[config.mk]
export PLATFORM = sky130hd
export DESIGN_NAME = sorted_priority_queue
export DESIGN_NICKNAME = d
export VERILOG_FILES = /design/src/rtl/spq_pkg.sv /design/src/rtl/sorted_priority_queue.sv /design/src/rtl/spq_cell.sv
export SDC_FILE = /design/constraint.sdc
export NUM_CORES = 2
export LEC_CHECK = 0
export BUFFER_PORTS_ARGS = -buffer_cell sky130_fd_sc_hd__buf_2
export CORE_MARGIN = 2
export CORE_UTILIZATION = 65
export CTS_CLUSTER_DIAMETER = 200
export DETAILED_ROUTE_END_ITERATION = 7
export GPL_ROUTABILITY_DRIVEN = 0
export PLACE_DENSITY = 0.91
export SLEW_MARGIN = 40
export SYNTH_ARGS = -nofsm -noshare
export SYNTH_HDL_FRONTEND = slang
export SYNTH_SLANG_ARGS = --single-unit
[constraint.sdc]
create_clock -name clk -period 16.2 [get_ports clk]
set_clock_uncertainty 0.1 [all_clocks]
set_input_delay 2.43 -clock clk [delete_from_list [all_inputs] [get_ports clk]]
set_output_delay 2.43 -clock clk [all_outputs]
set_load 0.005 [all_outputs]
[src/rtl/spq_pkg.sv]
// Package for the sorted priority queue: operation and status codes,
// the entry and per-cycle operation types shared by the cell row and top level.
// No dependencies.
package spq_pkg;

  localparam int KEY_W = 16;
  localparam int TAG_W = 16;
  localparam int OCC_W = 5;
  localparam int IN_DATA_W  = 40;
  localparam int OUT_DATA_W = 40;

  // Operation codes carried in the cmd field
  localparam logic CMD_INSERT = 1'b0;
  localparam logic CMD_REMOVE = 1'b1;

  typedef enum logic [1:0] {
    ST_DONE  = 2'd0,
    ST_EMPTY = 2'd1,
    ST_FULL  = 2'd2
  } status_t;

  // One slot of the sorted row
  typedef struct packed {
    logic             valid;
    logic [KEY_W-1:0] key;
    logic [TAG_W-1:0] tag;
  } entry_t;

  // Operation broadcast to every cell in the accepted cycle
  typedef struct packed {
    logic             ins;
    logic             rem;
    logic [KEY_W-1:0] key;
    logic [TAG_W-1:0] tag;
  } op_t;

endpackage

[src/rtl/sorted_priority_queue.sv]
// Sorted priority queue: input stream of insert/remove commands, one result
// transaction per command. Depends on spq_pkg and spq_cell.
//
// Usage:
//   in_*  carries a command: cmd (insert or remove), key and tag.
//   out_* returns one transaction per command: status, head_valid,
//   head_key, head_tag and occupancy, all taken after the command.
//   Entries are kept in a row of CAPACITY cells sorted by ascending key;
//   equal keys leave in arrival order. Every cell compares its key with the
//   new key in parallel, so an insert or remove updates the whole row at once.
// The result is registered and appears in the cycle after the command is accepted.
// Throughput: one command per cycle while out_tready is high, set by the cell
//   update and the one output register.
// Reset: rst_n low empties the queue and drops any pending result.
// Stall: while a result waits and out_tready is low, in_tready is low;
//   the queue and the pending result hold until the result is taken.
// An insert into a full queue is dropped with status full; a remove on an
// empty queue reports status empty and leaves the queue unchanged.
module sorted_priority_queue #(
  parameter int CAPACITY = 16
) (
  input  logic                          clk,
  input  logic                          rst_n,
  input  logic                          in_tvalid,
  output logic                          in_tready,
  // [0] cmd, [16:1] key, [32:17] tag, [39:33] zero
  input  logic [spq_pkg::IN_DATA_W-1:0] in_tdata,
  output logic                          out_tvalid,
  input  logic                          out_tready,
  // [1:0] status, [2] head_valid, [18:3] head_key, [34:19] head_tag,
  // [39:35] occupancy
  output logic [spq_pkg::OUT_DATA_W-1:0] out_tdata
);
  import spq_pkg::*;

  localparam int CNT_W = $clog2(CAPACITY + 1);

  logic             in_cmd;
  logic [KEY_W-1:0] in_key;
  logic [TAG_W-1:0] in_tag;
  logic             accept;
  logic             full;
  logic             empty;
  op_t              op;
  status_t          status_nxt;

  logic [CNT_W-1:0] count_r;
  logic [CNT_W-1:0] count_nxt;

  logic             out_valid_r;
  status_t          status_r;
  logic             head_valid_r;
  logic [KEY_W-1:0] head_key_r;
  logic [TAG_W-1:0] head_tag_r;
  logic [OCC_W-1:0] occ_r;

  entry_t cur  [CAPACITY];
  entry_t nxt  [CAPACITY];
  logic   keep [CAPACITY];

  // Unpack the command
  assign in_cmd = in_tdata[0];
  assign in_key = in_tdata[KEY_W:1];
  assign in_tag = in_tdata[KEY_W+TAG_W:KEY_W+1];

  assign in_tready = !out_valid_r || out_tready;
  assign accept    = in_tvalid && in_tready;
  assign full      = (count_r == CNT_W'(CAPACITY));
  assign empty     = (count_r == '0);

  // Build the operation broadcast to the cells
  always_comb begin
    op.ins     = accept && (in_cmd == CMD_INSERT) && !full;
    op.rem     = accept && (in_cmd == CMD_REMOVE) && !empty;
    op.key     = in_key;
    op.tag     = in_tag;
    count_nxt  = count_r;
    status_nxt = ST_DONE;
    if (in_cmd == CMD_INSERT) begin
      if (full) status_nxt = ST_FULL;
    end else begin
      if (empty) status_nxt = ST_EMPTY;
    end
    if (op.ins) begin
      count_nxt = count_r + CNT_W'(1);
    end else if (op.rem) begin
      count_nxt = count_r - CNT_W'(1);
    end
  end

  // Row of cells, head at index 0
  for (genvar i = 0; i < CAPACITY; i++) begin : g_cell
    entry_t prev_ent;
    entry_t next_ent;
    logic   prev_keep;

    if (i == 0) begin : g_first
      assign prev_ent  = '0;
      assign prev_keep = 1'b1;
    end else begin : g_mid
      assign prev_ent  = cur[i-1];
      assign prev_keep = keep[i-1];
    end

    if (i == CAPACITY - 1) begin : g_last
      assign next_ent = '0;
    end else begin : g_inner
      assign next_ent = cur[i+1];
    end

    spq_cell u_cell (
      .clk        (clk),
      .rst_n      (rst_n),
      .op_i       (op),
      .prev_i     (prev_ent),
      .prev_keep_i(prev_keep),
      .next_i     (next_ent),
      .keep_o     (keep[i]),
      .cur_o      (cur[i]),
      .nxt_o      (nxt[i])
    );
  end

  // Control registers
  always_ff @(posedge clk) begin
    if (!rst_n) begin
      count_r     <= '0;
      out_valid_r <= 1'b0;
    end else begin
      count_r <= count_nxt;
      if (accept) begin
        out_valid_r <= 1'b1;
      end else if (out_tready) begin
        out_valid_r <= 1'b0;
      end
    end
  end

  // Capture the result transaction
  always_ff @(posedge clk) begin
    if (accept) begin
      status_r     <= status_nxt;
      head_valid_r <= nxt[0].valid;
      head_key_r   <= nxt[0].valid ? nxt[0].key : '0;
      head_tag_r   <= nxt[0].valid ? nxt[0].tag : '0;
      occ_r        <= OCC_W'(count_nxt);
    end
  end

  assign out_tvalid = out_valid_r;
  assign out_tdata  = {occ_r, head_tag_r, head_key_r, head_valid_r, status_r};

endmodule

[src/rtl/spq_cell.sv]
// One cell of the sorted row: holds a single entry and decides each cycle
// whether to hold, take the new entry, or take a neighbour's entry.
// Depends on spq_pkg.
module spq_cell (
  input  logic           clk,
  input  logic           rst_n,
  input  spq_pkg::op_t   op_i,
  input  spq_pkg::entry_t prev_i,
  input  logic           prev_keep_i,
  input  spq_pkg::entry_t next_i,
  output logic           keep_o,
  output spq_pkg::entry_t cur_o,
  output spq_pkg::entry_t nxt_o
);
  import spq_pkg::*;

  logic             valid_r;
  logic [KEY_W-1:0] key_r;
  logic [TAG_W-1:0] tag_r;
  entry_t           ent_nxt;

  assign cur_o  = '{valid: valid_r, key: key_r, tag: tag_r};
  // Entry stays put on insert when its key is not above the new key
  assign keep_o = valid_r && (key_r <= op_i.key);
  assign nxt_o  = ent_nxt;

  // Choose the next content of this slot
  always_comb begin
    ent_nxt = cur_o;
    if (op_i.ins) begin
      if (keep_o) begin
        ent_nxt = cur_o;
      end else if (prev_keep_i) begin
        ent_nxt = '{valid: 1'b1, key: op_i.key, tag: op_i.tag};
      end else begin
        ent_nxt = prev_i;
      end
    end else if (op_i.rem) begin
      ent_nxt = next_i;
    end
  end

  // Register the valid flag, cleared under reset
  always_ff @(posedge clk) begin
    if (!rst_n) begin
      valid_r <= 1'b0;
    end else begin
      valid_r <= ent_nxt.valid;
    end
  end

  // Advance the payload
  always_ff @(posedge clk) begin
    key_r <= ent_nxt.key;
    tag_r <= ent_nxt.tag;
  end

endmodule
==> results.toml <==
[route]
ant_nets = 0
drt-pass1-iter-count = 8
drt_wl_total_um = 97670
num_vias = 29270
routed_via_density = 7.345
drc_errors = 0
wire_per_inst_um = 24.51
drt-initial-drc-count = 4644

[global_routing]
first_global_vias = 28720
grt_max_degree = 192
overflow = 0
grt_usage_pct = 35.37
antenna_found_initial = 0
grt_pass1_wl_um = 152700

[synthesis]
synth.most_common_cell = "edfxtp_1"
synth_compound_area_share_pct = 18.27
ys_seq_area_share_pct = 48.84
synth.largest_area_cell = "edfxtp_1"
ys_ff_latch = 574
synth_top_family_by_area = "compound AO/OA/AOI/OAI gates"
yosys.area_share.xor_xnor_pct = 0.07687
yosys.area_share.adder_pct = 9.444
synth.distinct_cells = 65
synth.area.top_cells = "edfxtp_1, ha_1, nand2_1"
synth_edf_count = 520
synth_area_um2 = 34180
ys_async_sr_fraction_pct = 0
netlist_instances = 3327
synth_top_area_share_pct = 45.68
synthMuxAreaShare_pct = 3.807
avgSynthCellArea_um2 = 10.27
yosys.area_share.simple_pct = 15.21
yosys_warnings = 0
synth_commonest_cells = "edfxtp_1, nand2_1, nor2_1"
syn-num-nets = 3629
ys.flop_type = "edfxtp_1"

[layout]
antenna_cells = 0
fin_util_pct = 70.22
fin_nets = 3554
syn_to_final_growth_pct = 7.310
drive_above_1_share_pct = 8.857

[sta]
fin_tns_setup_ns = 0
finalHoldViolations = 0
fmax_ghz = 0.1531
fin_crit_sh_pct = 40.31
hold_ws_ns = 0.3918
finalMaxSlewViolations = 0
setup_viol = 0
rsz0062_at_grt = "false"
worst_slew_pin_slew_ns = 0.8944
relSlewSlack_pct = 40.37
fin_crit_ns = 6.530

[floorplan]
initial_utilization_pct = 65.44
num_io_pins = 86
rows = 84
core_um2 = 52240
fp.dieW_um = 233.3
dieHeight_um = 233.3
fp.dieArea_um2 = 54440

[clock_tree]
clk_latency_ns = 0.65
clock-root-buffer = "clkbuf_16"
cts.path.max_buffers = 3
cts_buffers = 55
cts.sinks = 574
htree_levels = 2
hold_buffers = 0
clk_pin_slew_ns = 0.06
cts_tree = "done"
cts_setup_buffers = 0
cts_resized = 0

[worst_setup_path]
worst_setup_path_start_kind = "input pin"
critPathArrivalTime_ns = 6.73
worstPathMaxFanout = 66
critical_path_class = "in2reg"
worstSetupEndpointType = "flip-flop"
crit_required_ns = 16.40

[status]
status = "finished clean"

[pwr]
seqPwrFrac_pct = 47.3
power.internal_w = 0.002982
netSwitchingFraction_pct = 32.18
p_per_area_nw_per_um2 = 119.9
p_leak_nw = 14.18
ir_drop_mv = 0.09410
p_clk_share_pct = 29.0
power.total_w = 0.004397
power_switching_w = 0.001415
combPwrFrac_pct = 23.7

[placement]
dp_hpwl_um = 62170
io_buffers = 78

[flow_run]
maxCapViolCount = 0

[worst_hold_path]
holdCritPathClass = "reg2reg"
[through the flow]
| step | instances | instance area [um^2] | worst slack (ns) |
|---|---|---|---|
| finish | 3985 | 36680 | 9.670 |
| global route | 3985 | 36680 | 9.629 |
| CTS | 3984 | 36650 | 9.902 |
| detailed placement | 3882 | 34930 | 9.268 |
| global placement | 3880 | 34860 | 9.446 |
| floorplan | 3327 | 34180 | 8.939 |
[cell type report]
| cell class | instances | area [um^2] |
|---|---|---|
| repair buffers | 137 | 925.9 |
| flip-flops and latches | 574 | 16700 |
| inverters | 75 | 281.5 |
| well taps | 688 | 860.8 |
| clock buffers | 79 | 1559 |
| fillers | 3333 | 15550 |
| clock inverters | 23 | 156.4 |
| multi-input cells | 2409 | 16200 |
[power groups by stage]
stage               Combinational (W)  Sequential, W  Clock (W)
floorplan                    0.000734        0.00204          0
CTS                           0.00101        0.00207    0.00127
finish                        0.00104        0.00208    0.00128
detailed placement           0.000983        0.00209          0
global route                  0.00113        0.00210    0.00132
global placement             0.000920        0.00209          0
[critical path, stage by stage]
cell     delay, ns
buf_2         0.27
inv_1         0.45
ha_1          0.52
nand4_1       0.30
nor4_1        0.66
a22oi_1       0.24
a32oi_4       0.19
buf_4         0.66
nand2_1       0.11
nand2_1       0.40
buf_4         0.44
[metal layers]
metal,up-vias,global-route usage [%],part of all wire [%]
met1,13810,45.46,36
met2,2418,57.36,48
li1,12530,-,-
met3,518,6.567,11
met4,0,18.13,5.4
met5,-,0,0
[final timing paths]
path	start	to	slack, ns	cells after the start
worst max-delay path	in_tdata[15]	g_cell[9].u_cell.tag_r[9]	9.67	11
worst min-delay path	g_cell[15].u_cell.valid_r	g_cell[15].u_cell.valid_r	0.39	2
worst max register to register	count_r[0]	head_tag_r[1]	11.90	12
worst min register to register	g_cell[15].u_cell.valid_r	g_cell[15].u_cell.valid_r	0.39	2
[cell families (layout without fill, tap and decap cells)]
group,Yosys count,after routing
DFF,574,574
AOI/OAI and AO/OA,844,844
adders and majority gates,258,258
muxes,130,130
xor gates and xnor gates,3,3
and+or+nand+nor,1174,1174
buffers and inverters,344,314
[layout by cell type, fill, tap and decap left out, types with 4 or more instances in the layout]
cell type | netlist | final
clkbuf_1 | 147 | 17
o21a_1 | 8 | 8
a32oi_4 | 0 | 4
and3_1 | 5 | 5
nor3_1 | 36 | 36
clkbuf_8 | 0 | 5
nor4_1 | 12 | 12
nand3_1 | 210 | 210
o21ai_0 | 106 | 104
a31oi_1 | 9 | 7
nand2b_1 | 33 | 32
buf_2 | 86 | 78
a21o_1 | 22 | 22
or3_1 | 4 | 4
and2_1 | 37 | 37
dfxtp_1 | 54 | 54
a2111oi_0 | 7 | 6
a21oi_1 | 177 | 176
o221ai_1 | 45 | 45
nand4_1 | 53 | 53
clkinv_2 | 0 | 5
o221a_2 | 23 | 23
ha_1 | 258 | 258
a221oi_1 | 69 | 69
nor2_1 | 278 | 277
edfxtp_1 | 520 | 520
and4_1 | 4 | 4
clkbuf_16 | 0 | 57
o221a_4 | 30 | 30
clkinv_1 | 0 | 14
nand2_1 | 475 | 473
o221a_1 | 11 | 11
a22oi_1 | 5 | 5
buf_4 | 11 | 51
nor2b_1 | 16 | 16
o211ai_1 | 201 | 201
o22ai_1 | 69 | 69
mux2i_1 | 130 | 130
inv_1 | 75 | 73
a211oi_1 | 36 | 36
[registers in the layout (all words and copies together) (netlist names)]
register               flops
g_cell.u_cell.key_r      256
head_key_r                16
count_r                    5
head_valid_r               1
status_r                   2
g_cell.u_cell.tag_r      256
head_tag_r                16
occ_r                      5
g_cell.u_cell.valid_r     16
out_tvalid                 1
Note: power is estimated with default switching activity, not from simulation.
